<file path="config.mk">
export PLATFORM = sky130hd
export DESIGN_NAME = pid_position_controller_flat
export DESIGN_NICKNAME = d
export VERILOG_FILES = /design/src/hdl/pidpc_pkg.sv /design/src/hdl/pidpc_if.sv /design/src/hdl/pid_position_controller.sv /design/src/flat_wrapper.sv
export SDC_FILE = /design/constraint.sdc
export NUM_CORES = 2
export LEC_CHECK = 0
export ABC_CLOCK_PERIOD_IN_PS = 20100
export BUFFER_PORTS_ARGS = -buffer_cell sky130_fd_sc_hd__buf_2
export CAP_MARGIN = 20
export CORE_ASPECT_RATIO = 1.4
export CORE_MARGIN = 2
export CORE_UTILIZATION = 47
export CTS_BUF_LIST = sky130_fd_sc_hd__clkbuf_16
export DETAILED_ROUTE_END_ITERATION = 6
export GPL_ROUTABILITY_DRIVEN = 1
export PLACE_DENSITY_LB_ADDON = 0.25
export SYNTH_ARGS = -nofsm -noshare
export SYNTH_HDL_FRONTEND = slang
export SYNTH_SLANG_ARGS = --single-unit
</file>
<file path="constraint.sdc">
create_clock -name clk -period 20.1 [get_ports clk]
set_input_delay 2.01 -clock clk [delete_from_list [all_inputs] [get_ports clk]]
set_output_delay 2.01 -clock clk [all_outputs]
set_load 0.02 [all_outputs]
</file>
<file path="src/hdl/pidpc_pkg.sv">
// ----------------------------------------------------------------------------
// pidpc_pkg - shared types and constants of the position pid controller
// Transaction payloads, register indexes and the saturation helper.
// ----------------------------------------------------------------------------
`default_nettype none

package pidpc_pkg;

    // field widths
    localparam int POS_W    = 24;
    localparam int DELTA_W  = 32;
    localparam int ERR_W    = 32;
    localparam int DERIV_W  = 33;
    localparam int GAIN_W   = 16;
    localparam int BAND_W   = 31;
    localparam int NMOT_W   = 3;
    localparam int SPEED_W  = 8;
    localparam int CFG_W    = 31;
    localparam int CFG_IDX_W = 3;

    // number of position inputs on the item
    localparam int POS_INPUTS = 4;

    // drive clamp
    localparam logic signed [SPEED_W-1:0] SPEED_MAX = 8'sd85;
    localparam logic signed [SPEED_W-1:0] SPEED_MIN = -8'sd85;

    // configuration register indexes
    localparam logic [CFG_IDX_W-1:0] REG_KP         = 3'd0;
    localparam logic [CFG_IDX_W-1:0] REG_KI         = 3'd1;
    localparam logic [CFG_IDX_W-1:0] REG_KD         = 3'd2;
    localparam logic [CFG_IDX_W-1:0] REG_SLOW_BAND  = 3'd3;
    localparam logic [CFG_IDX_W-1:0] REG_NUM_MOTORS = 3'd4;

    // item commands
    localparam logic CMD_STEP = 1'b0;
    localparam logic CMD_MOVE = 1'b1;

    // reciprocal of three: q = (a * RECIP3) >> RECIP3_SHIFT, exact for a < 2^25
    localparam int RECIP3_SHIFT = 27;
    localparam logic [26:0] RECIP3 = 27'h2AAAAAB;

    // input transaction payload
    typedef struct packed {
        logic                      cmd;
        logic signed [POS_W-1:0]   pos_a;
        logic signed [POS_W-1:0]   pos_b;
        logic signed [POS_W-1:0]   pos_c;
        logic signed [POS_W-1:0]   pos_d;
        logic signed [DELTA_W-1:0] target_delta;
    } in_item_t;

    // output transaction payload
    typedef struct packed {
        logic signed [SPEED_W-1:0] speed;
        logic                      drive_valid;
        logic signed [ERR_W-1:0]   err_now;
        logic                      at_target;
        logic                      stopped;
    } out_item_t;

    // saturate a 33-bit signed value to 32 bits
    function automatic logic signed [ERR_W-1:0] sat32(input logic signed [ERR_W:0] v);
        logic signed [ERR_W-1:0] r;
        if (v[ERR_W] != v[ERR_W-1])
            r = v[ERR_W] ? {1'b1, {(ERR_W-1){1'b0}}} : {1'b0, {(ERR_W-1){1'b1}}};
        else
            r = v[ERR_W-1:0];
        return r;
    endfunction

endpackage

`default_nettype wire

</file>
<file path="src/hdl/pidpc_if.sv">
// ----------------------------------------------------------------------------
// pidpc_if - valid/ready channels of the position pid controller
// One interface for the input items and one for the result items.
// ----------------------------------------------------------------------------
`default_nettype none

interface pidpc_in_if;
    import pidpc_pkg::*;

    logic     valid;
    logic     ready;
    in_item_t data;

    modport source (output valid, output data, input ready);
    modport sink   (input valid, input data, output ready);
endinterface

interface pidpc_out_if;
    import pidpc_pkg::*;

    logic      valid;
    logic      ready;
    out_item_t data;

    modport source (output valid, output data, input ready);
    modport sink   (input valid, input data, output ready);
endinterface

`default_nettype wire

</file>
<file path="src/hdl/pid_position_controller.sv">
// ----------------------------------------------------------------------------
// pid_position_controller - position pid loop with integral reset and clamp
// Averages encoder positions, forms error, integral and derivative and drives
// a clamped speed command through one shared multiplier.
// ----------------------------------------------------------------------------
// A control step transaction passes through the sequencer from acceptance to
// the output register: one position is summed per cycle, then the averaging
// divide, error, integral and the three gain products each take one pass
// through the single shared 33 x 27 bit multiplier or the adder behind it,
// and a move transaction skips these steps. in_ch.ready is high only while
// the sequencer is idle; a finished result waits in the output register, and
// the next transaction may be accepted while it waits.
`default_nettype none

module pid_position_controller #(
    parameter int MAX_MOTORS     = 4,
    parameter int GAIN_FRAC_BITS = 8
) (
    input  wire                               clk,
    input  wire                               rst_n,
    pidpc_in_if.sink                          in_ch,
    pidpc_out_if.source                       out_ch,
    input  wire                               cfg_we,
    input  wire [pidpc_pkg::CFG_IDX_W-1:0]    cfg_index,
    input  wire [pidpc_pkg::CFG_W-1:0]        cfg_data
);
    import pidpc_pkg::*;

    // derived sizes
    localparam int LIM    = (MAX_MOTORS < POS_INPUTS) ? MAX_MOTORS : POS_INPUTS;
    localparam int SUM_W  = POS_W + 2;
    localparam int AVG_W  = POS_W + 1;
    localparam int MX_W   = 33;
    localparam int MY_W   = 27;
    localparam int PROD_W = MX_W + MY_W;
    localparam int ACC_W  = 52;
    localparam logic [ACC_W-1:0] ROUND_BIAS =
        ACC_W'((64'd1 << GAIN_FRAC_BITS) - 64'd1);

    // sequencer states
    localparam logic [3:0] S_IDLE = 4'd0;
    localparam logic [3:0] S_SUM  = 4'd1;
    localparam logic [3:0] S_DIV  = 4'd2;
    localparam logic [3:0] S_AVG  = 4'd3;
    localparam logic [3:0] S_ERR  = 4'd4;
    localparam logic [3:0] S_INT  = 4'd5;
    localparam logic [3:0] S_MP   = 4'd6;
    localparam logic [3:0] S_MI   = 4'd7;
    localparam logic [3:0] S_MD   = 4'd8;
    localparam logic [3:0] S_MACC = 4'd9;
    localparam logic [3:0] S_MOVE = 4'd10;
    localparam logic [3:0] S_DONE = 4'd11;

    // configuration registers
    logic signed [GAIN_W-1:0] kp_reg, ki_reg, kd_reg;
    logic [BAND_W-1:0]        slow_band_reg;
    logic [NMOT_W-1:0]        num_motors_reg;

    // sequencer and datapath registers
    logic [3:0]                state_reg, state_next;
    in_item_t                  item_reg, item_next;
    logic [1:0]                cnt_reg, cnt_next;
    logic signed [SUM_W-1:0]   sum_reg, sum_next;
    logic signed [AVG_W-1:0]   avg_reg, avg_next;
    logic signed [PROD_W-1:0]  prod_reg, prod_next;
    logic signed [ACC_W-1:0]   acc_reg, acc_next;
    logic signed [ERR_W-1:0]   target_reg, target_next;
    logic signed [ERR_W-1:0]   err_reg, err_next;
    logic signed [ERR_W-1:0]   prev_err_reg, prev_err_next;
    logic signed [DERIV_W-1:0] deriv_reg, deriv_next;
    logic signed [ERR_W-1:0]   integ_reg, integ_next;
    logic                      out_valid_reg, out_valid_next;
    out_item_t                 out_data_reg, out_data_next;

    // combinational helpers
    logic [2:0]                n_eff;
    logic [1:0]                n_last;
    logic signed [POS_W-1:0]   pos_sel;
    logic                      sum_neg;
    logic [SUM_W-1:0]          sum_abs;
    logic [SUM_W-1:0]          quot;
    logic signed [MX_W-1:0]    mul_x;
    logic signed [MY_W-1:0]    mul_y;
    logic signed [PROD_W-1:0]  mul_p;
    logic signed [ERR_W-1:0]   integ_sum;
    logic signed [ERR_W:0]     err_wide;
    logic [ERR_W-1:0]          err_mag;
    logic signed [ACC_W-1:0]   acc_adj;
    logic signed [ACC_W-1:0]   scaled;
    logic signed [SPEED_W-1:0] speed_c;
    logic                      out_free;

    // effective motor count: zero reads as one, capped at the limit
    always_comb
    begin
        if (num_motors_reg == 3'd0)
            n_eff = 3'd1;
        else if (32'(num_motors_reg) > LIM)
            n_eff = 3'(LIM);
        else
            n_eff = num_motors_reg;
        n_last = 2'(n_eff - 3'd1);
    end

    // position selected by the summing counter
    always_comb
    begin
        case (cnt_reg)
            2'd0:    pos_sel = item_reg.pos_a;
            2'd1:    pos_sel = item_reg.pos_b;
            2'd2:    pos_sel = item_reg.pos_c;
            default: pos_sel = item_reg.pos_d;
        endcase
    end

    // magnitude of the position sum and the quotient by the motor count
    always_comb
    begin
        sum_neg = sum_reg[SUM_W-1];
        sum_abs = sum_neg ? SUM_W'(-sum_reg) : SUM_W'(sum_reg);
        case (n_eff)
            3'd1:    quot = sum_abs;
            3'd2:    quot = sum_abs >> 1;
            3'd3:    quot = prod_reg[RECIP3_SHIFT +: SUM_W];
            default: quot = sum_abs >> 2;
        endcase
    end

    // shared multiplier operand selection
    always_comb
    begin
        case (state_reg)
            S_DIV:
            begin
                mul_x = MX_W'(sum_abs);
                mul_y = RECIP3;
            end
            S_MP:
            begin
                mul_x = MX_W'(err_reg);
                mul_y = MY_W'(kp_reg);
            end
            S_MI:
            begin
                mul_x = MX_W'(integ_reg);
                mul_y = MY_W'(ki_reg);
            end
            S_MD:
            begin
                mul_x = deriv_reg;
                mul_y = MY_W'(kd_reg);
            end
            default:
            begin
                mul_x = '0;
                mul_y = '0;
            end
        endcase
        mul_p = mul_x * mul_y;
    end

    // integral update and clear test
    always_comb
    begin
        integ_sum = sat32(33'(integ_reg) + 33'(err_reg));
        err_wide  = err_reg[ERR_W-1] ? -33'(err_reg) : 33'(err_reg);
        err_mag   = err_wide[ERR_W-1:0];
    end

    // scale the gain sum toward zero and clamp the drive
    always_comb
    begin
        acc_adj = acc_reg + (acc_reg[ACC_W-1] ? $signed(ROUND_BIAS) : $signed(ACC_W'(0)));
        scaled  = acc_adj >>> GAIN_FRAC_BITS;
        if (scaled > ACC_W'(SPEED_MAX))
            speed_c = SPEED_MAX;
        else if (scaled < ACC_W'(SPEED_MIN))
            speed_c = SPEED_MIN;
        else
            speed_c = scaled[SPEED_W-1:0];
    end

    assign out_free = !out_valid_reg || out_ch.ready;

    // sequencer next state and datapath
    always_comb
    begin
        state_next     = state_reg;
        item_next      = item_reg;
        cnt_next       = cnt_reg;
        sum_next       = sum_reg;
        avg_next       = avg_reg;
        prod_next      = prod_reg;
        acc_next       = acc_reg;
        target_next    = target_reg;
        err_next       = err_reg;
        prev_err_next  = prev_err_reg;
        deriv_next     = deriv_reg;
        integ_next     = integ_reg;
        out_valid_next = out_valid_reg && !out_ch.ready;
        out_data_next  = out_data_reg;

        case (state_reg)
            S_IDLE:
            begin
                if (in_ch.valid)
                begin
                    item_next  = in_ch.data;
                    cnt_next   = 2'd0;
                    sum_next   = '0;
                    state_next = (in_ch.data.cmd == CMD_MOVE) ? S_MOVE : S_SUM;
                end
            end
            S_SUM:
            begin
                sum_next = sum_reg + SUM_W'(pos_sel);
                cnt_next = cnt_reg + 2'd1;
                if (cnt_reg == n_last)
                    state_next = S_DIV;
            end
            S_DIV:
            begin
                prod_next  = mul_p;
                state_next = S_AVG;
            end
            S_AVG:
            begin
                avg_next   = sum_neg ? AVG_W'(-quot) : AVG_W'(quot);
                state_next = S_ERR;
            end
            S_ERR:
            begin
                err_next   = sat32(33'(target_reg) - 33'(avg_reg));
                state_next = S_INT;
            end
            S_INT:
            begin
                if (err_reg == '0 || err_mag > {1'b0, slow_band_reg})
                    integ_next = '0;
                else
                    integ_next = integ_sum;
                deriv_next    = 33'(err_reg) - 33'(prev_err_reg);
                prev_err_next = err_reg;
                state_next    = S_MP;
            end
            S_MP:
            begin
                prod_next  = mul_p;
                state_next = S_MI;
            end
            S_MI:
            begin
                acc_next   = prod_reg[ACC_W-1:0];
                prod_next  = mul_p;
                state_next = S_MD;
            end
            S_MD:
            begin
                acc_next   = acc_reg + prod_reg[ACC_W-1:0];
                prod_next  = mul_p;
                state_next = S_MACC;
            end
            S_MACC:
            begin
                acc_next   = acc_reg + prod_reg[ACC_W-1:0];
                state_next = S_DONE;
            end
            S_MOVE:
            begin
                target_next = sat32(33'(target_reg) + 33'(item_reg.target_delta));
                err_next    = sat32(33'(err_reg) + 33'(item_reg.target_delta));
                state_next  = S_DONE;
            end
            S_DONE:
            begin
                // load the result once the output register is free
                if (out_free)
                begin
                    out_valid_next            = 1'b1;
                    out_data_next.speed       = (item_reg.cmd == CMD_MOVE) ? '0 : speed_c;
                    out_data_next.drive_valid = (item_reg.cmd == CMD_STEP);
                    out_data_next.err_now     = err_reg;
                    out_data_next.at_target   = (err_reg == '0);
                    out_data_next.stopped     = (deriv_reg == '0);
                    state_next                = S_IDLE;
                end
            end
            default:
            begin
                state_next = S_IDLE;
            end
        endcase
    end

    // control and loop state registers
    always_ff @(posedge clk or negedge rst_n)
    begin
        if (!rst_n)
        begin
            state_reg      <= S_IDLE;
            out_valid_reg  <= 1'b0;
            target_reg     <= '0;
            err_reg        <= '0;
            prev_err_reg   <= '0;
            deriv_reg      <= '0;
            integ_reg      <= '0;
            kp_reg         <= '0;
            ki_reg         <= '0;
            kd_reg         <= '0;
            slow_band_reg  <= '0;
            num_motors_reg <= 3'd1;
        end
        else
        begin
            state_reg     <= state_next;
            out_valid_reg <= out_valid_next;
            target_reg    <= target_next;
            err_reg       <= err_next;
            prev_err_reg  <= prev_err_next;
            deriv_reg     <= deriv_next;
            integ_reg     <= integ_next;
            // configuration writes
            if (cfg_we)
            begin
                case (cfg_index)
                    REG_KP:         kp_reg         <= cfg_data[GAIN_W-1:0];
                    REG_KI:         ki_reg         <= cfg_data[GAIN_W-1:0];
                    REG_KD:         kd_reg         <= cfg_data[GAIN_W-1:0];
                    REG_SLOW_BAND:  slow_band_reg  <= cfg_data[BAND_W-1:0];
                    REG_NUM_MOTORS: num_motors_reg <= cfg_data[NMOT_W-1:0];
                    default:        ;
                endcase
            end
        end
    end

    // payload registers
    always_ff @(posedge clk)
    begin
        item_reg     <= item_next;
        cnt_reg      <= cnt_next;
        sum_reg      <= sum_next;
        avg_reg      <= avg_next;
        prod_reg     <= prod_next;
        acc_reg      <= acc_next;
        out_data_reg <= out_data_next;
    end

    // channel outputs
    assign in_ch.ready  = (state_reg == S_IDLE);
    assign out_ch.valid = out_valid_reg;
    assign out_ch.data  = out_data_reg;

endmodule

`default_nettype wire
</file>
<file path="src/flat_wrapper.sv">
// flat-port wrapper written by rule: the top's interface ports become plain ports
module pid_position_controller_flat import pidpc_pkg::*;
#(
    parameter int MAX_MOTORS     = 4,
    parameter int GAIN_FRAC_BITS = 8
)
  (clk, rst_n, cfg_we, cfg_index, cfg_data, in_ch_valid, in_ch_data, in_ch_ready, out_ch_valid, out_ch_data, out_ch_ready);
  pidpc_in_if in_ch_i ();
  pidpc_out_if out_ch_i ();
  input  wire clk;
  input  wire rst_n;
  input  wire cfg_we;
  input  wire [pidpc_pkg::CFG_IDX_W-1:0] cfg_index;
  input  wire [pidpc_pkg::CFG_W-1:0] cfg_data;
  input wire logic [$bits(in_ch_i.valid)-1:0] in_ch_valid;
  input wire logic [$bits(in_ch_i.data)-1:0] in_ch_data;
  output wire logic [$bits(in_ch_i.ready)-1:0] in_ch_ready;
  output wire logic [$bits(out_ch_i.valid)-1:0] out_ch_valid;
  output wire logic [$bits(out_ch_i.data)-1:0] out_ch_data;
  input wire logic [$bits(out_ch_i.ready)-1:0] out_ch_ready;
  assign in_ch_i.valid = in_ch_valid;
  assign in_ch_i.data = in_ch_data;
  assign in_ch_ready = in_ch_i.ready;
  assign out_ch_valid = out_ch_i.valid;
  assign out_ch_data = out_ch_i.data;
  assign out_ch_i.ready = out_ch_ready;
  pid_position_controller #(.MAX_MOTORS(MAX_MOTORS), .GAIN_FRAC_BITS(GAIN_FRAC_BITS)) u_core (.clk(clk), .rst_n(rst_n), .in_ch(in_ch_i), .out_ch(out_ch_i), .cfg_we(cfg_we), .cfg_index(cfg_index), .cfg_data(cfg_data));
endmodule
</file>
Word level (Yosys, flattened, before mapping):

Index checks and enable logic that the tools add are counted.

* flip-flop bits (word level): 577
* logic and storage cells: 137

* equal/unequal tests: 28
* add/sub/neg operators: 13
* multiply operators: 1
* muxes and demuxes: 34
* bitwise gates (word level): 1
* reduce and logical (&&, ||, !) cells: 27
* magnitude comparators: 4

Operator list (number)
* 32-bit 2-to-1 mux: 10
* 33-bit case mux with 4 select lines: 1
* 27-bit case mux with 4 select lines: 1
* 52-bit case mux with 2 select lines: 1
* 32-bit by 32-bit adder with 33-bit output: 3
* 25-bit case mux with 3 select lines: 1
* 24-bit case mux with 3 select lines: 1
* 32-bit case mux with 2 select lines: 1
* 52-bit adder: 1
* 52-bit by 9-bit adder with 52-bit output: 1
* 33-bit by 27-bit multiplier with 52-bit output: 1
* 26-bit 2-to-1 mux: 2
* 26-bit case mux with 2 select lines: 1
* 44-bit by 8-bit > comparator with 1-bit output, second input constant: 1
* 44-bit by 8-bit < comparator with 1-bit output, second input constant: 1
* 4-bit case mux with 11 select lines: 1
* 33-bit zero test: 1
* 32-bit by 25-bit subtractor with 33-bit output: 1
* 32-bit by 32-bit subtractor with 33-bit output: 1
* 32-bit by 31-bit > comparator with 1-bit output: 1
* 32-bit zero test: 1
* 32-bit negator: 1
* 26-bit by 24-bit adder with 26-bit output: 1
* 26-bit negator: 1
* 37 further kinds: 72

Logic depth before layout (Yosys ltp):

* word-level depth: 7
* mapped depth: 36

Worst setup path before layout:

OpenSTA, ideal clock, no wires.

* kind: reg2reg
* from: register u_core.sum_reg[1]
* to: register u_core.prod_reg[45] (data pin)
* stages on the path, launching flop included: 32
* slack: 11.461 ns
* data arrival time: 8.375 ns
* cell sequence: edfxtp_1 > inv_1 > ha_1 > or3b_1 > or3_4 > o311a_1 > nor2_1 > o2111a_1 > clkbuf_1 > nor2_1 > fa_1 > fa_1 > inv_1 > fa_1 > inv_1 > fa_1 > fa_1 > fa_1 > inv_1 > fa_1 > inv_1 > ha_1 > a211o_1 > a21oi_1 > nand2_1 > a21oi_1 > a211oi_1 > or2_2 > a211oi_1 > nor2b_1 > or2_2 > xor2_1

* longest elaborated chain between the ends: 4

Ends and longest elaborated chain
* start, declared: RTL line pid_position_controller.sv:63 `logic signed [SUM_W-1:0] sum_reg, sum_next;`
* start signal, assigned: RTL line pid_position_controller.sv:342 `sum_reg <= sum_next;`
* 26-bit negator: RTL line pid_position_controller.sv:120 `sum_abs = sum_neg ? SUM_W'(-sum_reg) : SUM_W'(sum_reg);`
* 26-bit 2-to-1 mux *: RTL line pid_position_controller.sv:120
* 33-bit case mux with 4 select lines *: RTL line pid_position_controller.sv:132 `case (state_reg)`
* 33-bit by 27-bit multiplier with 52-bit output *: RTL line pid_position_controller.sv:159 `mul_p = mul_x * mul_y;`
* via u_core.mul_p[45]: RTL line pid_position_controller.sv:84 `logic signed [PROD_W-1:0] mul_p;`
* end signal, assigned: RTL line pid_position_controller.sv:344 `prod_reg <= prod_next;`
* end, declared: RTL line pid_position_controller.sv:65 `logic signed [PROD_W-1:0] prod_reg, prod_next;`

The timed path passes the listed nets; every way through them passes the cells marked *.
A chain may end at the register's enable or synchronous reset.

Worst setup path after layout:

* from: register u_core.state_reg[0]
* to: register u_core.prod_reg[51] (data pin)

* longest elaborated chain between the ends: 3
* elaborated cells between the ends (all ways): 7

Ends and longest elaborated chain
* start, declared: RTL line pid_position_controller.sv:60 `logic [3:0] state_reg, state_next;`
* start signal, assigned: RTL line pid_position_controller.sv:315 `state_reg <= state_next;`
* 4-bit == test, or another cell as far along: RTL line pid_position_controller.sv:132
* 33-bit case mux with 4 select lines / 27-bit case mux with 4 select lines (equally long branches): RTL line pid_position_controller.sv:132
* 33-bit by 27-bit multiplier with 52-bit output *: RTL line pid_position_controller.sv:159
* via u_core.mul_p[51]: RTL line pid_position_controller.sv:84

Marked as above.

==> impl_metrics.csv <==
group,metric,value,unit
global_route,grt_first_pass_wirelength,326,mm
global_route,antenna_found_initial,13,
power_and_ir_drop,internal_power,5.87,mW
clocking,postCtsSetupRepairBufs,0,
global_route,first_global_vias,52946,
setup_path,critical_path.max_stage_delay,0.90,ns
clocking,root_buffer,"clkbuf_16",
clocking,cts_tree,"built",
sta,setup_viol,0,
logic_synthesis,syn_area,63700,um2
detailed_routing,route.detailed.drc,0,
clocking,ctsHoldBuffers,0,
detailed_routing,viasPerCell,5.86,
logic_synthesis,synth-seq-cells,577,
setup_path,arrival,11.21,ns
sta,skew,0.0257,ns
setup_path,start_kind,"flip-flop",
setup_path,path_common_cell,"fa_1",
clocking,clockBufferDepth,3,
floorplanning,fp.coreArea,134000,um2
power_and_ir_drop,p_sw,6.74,mW
logic_synthesis,synth_ff_type,"edfxtp_1",
finish,largest_reg_flops,129,
sta,timing.fmax,0.0927,GHz
detailed_routing,vias,50982,
setup_path,r2r-end,"u_core.prod_reg[51]$_DFFE_PN_",
power_and_ir_drop,power.leakage,32.5,nW
detailed_routing,wl,217,mm
placed_design,placement.io_buffers,212,
setup_path,reg2reg_depth,33,
power_and_ir_drop,clkPwrFrac,10.3,%
logic_synthesis,netlist_instances,6718,
setup_path,cp_slowest_cell,"a2111oi_0",
finish,nets,8283,
logic_synthesis,synth-edff-count,329,
power_and_ir_drop,ir_worst_vdd,132,uV
placed_design,place.detailed.hpwl,172,mm
detailed_routing,ant_nets,0,
logic_synthesis,synth-async-reset-ratio,43.0,%
logic_synthesis,ys_warn_count,0,
power_and_ir_drop,seq_power_share,18.9,%
min_path,hold_path_startpoint,"u_core.slow_band_reg[27]$_DFFE_PN0P_",
setup_path,critPathBufInv,9,
finish,register_area,16100,um2
detailed_routing,drtPass1Iterations,6,
floorplanning,io_pins,213,
sta,fin_tns_setup,0,ns
logic_synthesis,synth_nets,8127,
setup_path,required,20.53,ns
clocking,h-tree-depth,3,
min_path,hp-class,"flip-flop to flip-flop",
setup_path,r2r-start,"u_core.state_reg[0]$_DFFE_PN0P_",
outcome,outcome,"completed",
placed_design,gp_congestion,1.01,
min_path,whs_path_depth,1,
sta,slew_viol_final,0,
clocking,clock_latency,0.70,ns
global_route,grt.total_usage,31.7,%
sta,setup_ws,9.32,ns
setup_path,r2r_setup_slack,9.32,ns
floorplanning,dieArea,139000,um2
sta,slew_headroom,16.1,%
setup_path,path_max_fanout,50,
finish,multiInputGateArea,42700,um2
logic_synthesis,syn_area_per_cell,9.48,um2
power_and_ir_drop,powerDensity,182,nW/um2
floorplanning,die_x,315,um
detailed_routing,initialDrtViolationCount,4194,
clocking,numCtsBuffers,69,
floorplanning,rows,159,
clocking,post_cts_resized,0,
power_and_ir_drop,swShare,53.4,%
clocking,clk_pin_slew,0.06,ns
setup_path,worstSetupEndpointType,"flip-flop",
setup_path,critPathLaunch,"u_core.state_reg[0]$_DFFE_PN0P_",
clocking,cts_sinks,577,
detailed_routing,wl_per_cell,24.9,um
finish,syn_to_final_growth,8.99,%
global_route,grt_max_degree,116,
job,drv_cap,0,
setup_path,cp_top_family,"adder cells",
power_and_ir_drop,p_comb_share,70.8,%
sta,rsz0062_at_grt,"false",
sta,finalHoldViolCount,0,
min_path,min_to,"u_core.slow_band_reg[27]$_DFFE_PN0P_",
global_route,grt_remaining_overflow,0,
sta,min_period,10.78,ns
logic_synthesis,synthDistinctLibCells,90,
logic_synthesis,ys_seq_area_share,25.3,%
floorplanning,die_h,440,um
setup_path,worstSetupPathType,"flip-flop to flip-flop",
finish,drive_gt1_share,8.41,%
finish,fillCellCount,12421,
floorplanning,initial_core_util,47.4,%
sta,worst_pin_slew,1.26,ns
placed_design,pre_cts_ws,9.43,ns
sta,period_share,53.7,%
==> area by class of cell <==
class,instances,share of cell area (%)
diodes,1,0.00360
clock inverters,57,0.789
well taps,1771,3.19
multi-input cells,4800,61.5
flip-flops and latches,577,23.2
clock buffers,71,2.56
repair buffers,323,2.81
inverters,1103,5.96
==> cell usage after synthesis (34+ instances only) <==
| master | n | area [um2] |
|---|---|---|
| a31oi_1 | 38 | 238 |
| a211oi_1 | 34 | 255 |
| a21o_1 | 159 | 1190 |
| inv_1 | 1102 | 4140 |
| dfrtp_1 | 247 | 6180 |
| a22oi_1 | 48 | 360 |
| nor2b_1 | 41 | 257 |
| and2_1 | 47 | 294 |
| nor2_1 | 492 | 1850 |
| ha_1 | 454 | 5680 |
| o211ai_1 | 36 | 270 |
| o21ai_0 | 305 | 1530 |
| o31ai_1 | 48 | 360 |
| xnor2_1 | 222 | 1940 |
| and3_1 | 37 | 231 |
| o21bai_1 | 34 | 255 |
| a222oi_1 | 34 | 340 |
| nor3_1 | 77 | 385 |
| o21a_1 | 55 | 413 |
| clkbuf_1 | 216 | 811 |
| nand2_1 | 742 | 2790 |
| nand4_1 | 52 | 325 |
| nand2b_1 | 54 | 338 |
| fa_1 | 787 | 15800 |
| edfxtp_1 | 329 | 9880 |
| mux2_2 | 84 | 946 |
| xor2_1 | 121 | 1060 |
| a21oi_1 | 313 | 1570 |
| nand3_1 | 64 | 320 |
==> cell usage in the layout (no fill, tap or decap), types with 121 or more instances in the layout <==
cell / Yosys / layout
inv_1: 1102 / 1115
fa_1: 787 / 787
nand2_1: 742 / 741
nor2_1: 492 / 487
ha_1: 454 / 454
edfxtp_1: 329 / 329
a21oi_1: 313 / 313
o21ai_0: 305 / 304
dfrtp_1: 247 / 247
xnor2_1: 222 / 222
buf_2: 2 / 211
a21o_1: 159 / 159
xor2_1: 121 / 121
==> power by group through the flow <==
stage / Clock (mW) / Sequential, mW / Combinational (mW)
2_1_floorplan: 0 / 2.10 / 6.14
3_3_place_gp: 0 / 2.37 / 8.67
3_5_place_dp: 0 / 2.38 / 8.75
4_1_cts: 1.33 / 2.36 / 8.83
5_1_grt: 1.37 / 2.40 / 9.83
6_report: 1.31 / 2.39 / 8.93
==> per-layer routing <==
metal | GRT usage [%] | wire length [um] | vias to the layer above
met5 | 0 | 99 | -
met4 | 21.2 | 17100 | 16
met3 | 7.19 | 17400 | 760
met2 | 53.5 | 104000 | 2150
met1 | 35.8 | 77900 | 25290
li1 | - | - | 22766
==> worst max-delay path by stage <==
| stage | depth (start not counted) | to | slack (ns) |
|---|---|---|---|
| 2_1_floorplan | 31 | u_core.prod_reg[45]$_DFFE_PN_ | 11.46 |
| 3_3_place_gp | 33 | u_core.prod_reg[51]$_DFFE_PN_ | 9.64 |
| 3_5_place_dp | 33 | u_core.prod_reg[51]$_DFFE_PN_ | 9.43 |
| 4_1_cts | 33 | u_core.prod_reg[51]$_DFFE_PN_ | 9.41 |
| 5_1_grt | 33 | u_core.prod_reg[51]$_DFFE_PN_ | 8.64 |
| 6_report | 33 | u_core.prod_reg[51]$_DFFE_PN_ | 9.32 |
==> kinds of logic after synthesis <==
group	synth area share, %
fa+ha+maj	33.7
xor+xnor	4.74
simple gates	12.4
flops	25.3
buf+inv	7.92
compound gates	14.0
mux	1.99
==> metrics by stage <==
step           hold slack, ns  area (um2)  power [mW]  utilization, %  cells
6_report                0.505       69400        12.6            51.7   8703
5_1_grt                 0.522       69400        13.6            51.7   8702
4_1_cts                 0.508       69300        12.5            51.6   8696
3_5_place_dp            0.493       67000        11.1            49.9   8568
3_3_place_gp            0.484       67000        11.0            49.9   8568
2_1_floorplan           0.456       63700        8.25               -   6718
Power figures use the tool's default switching activity.
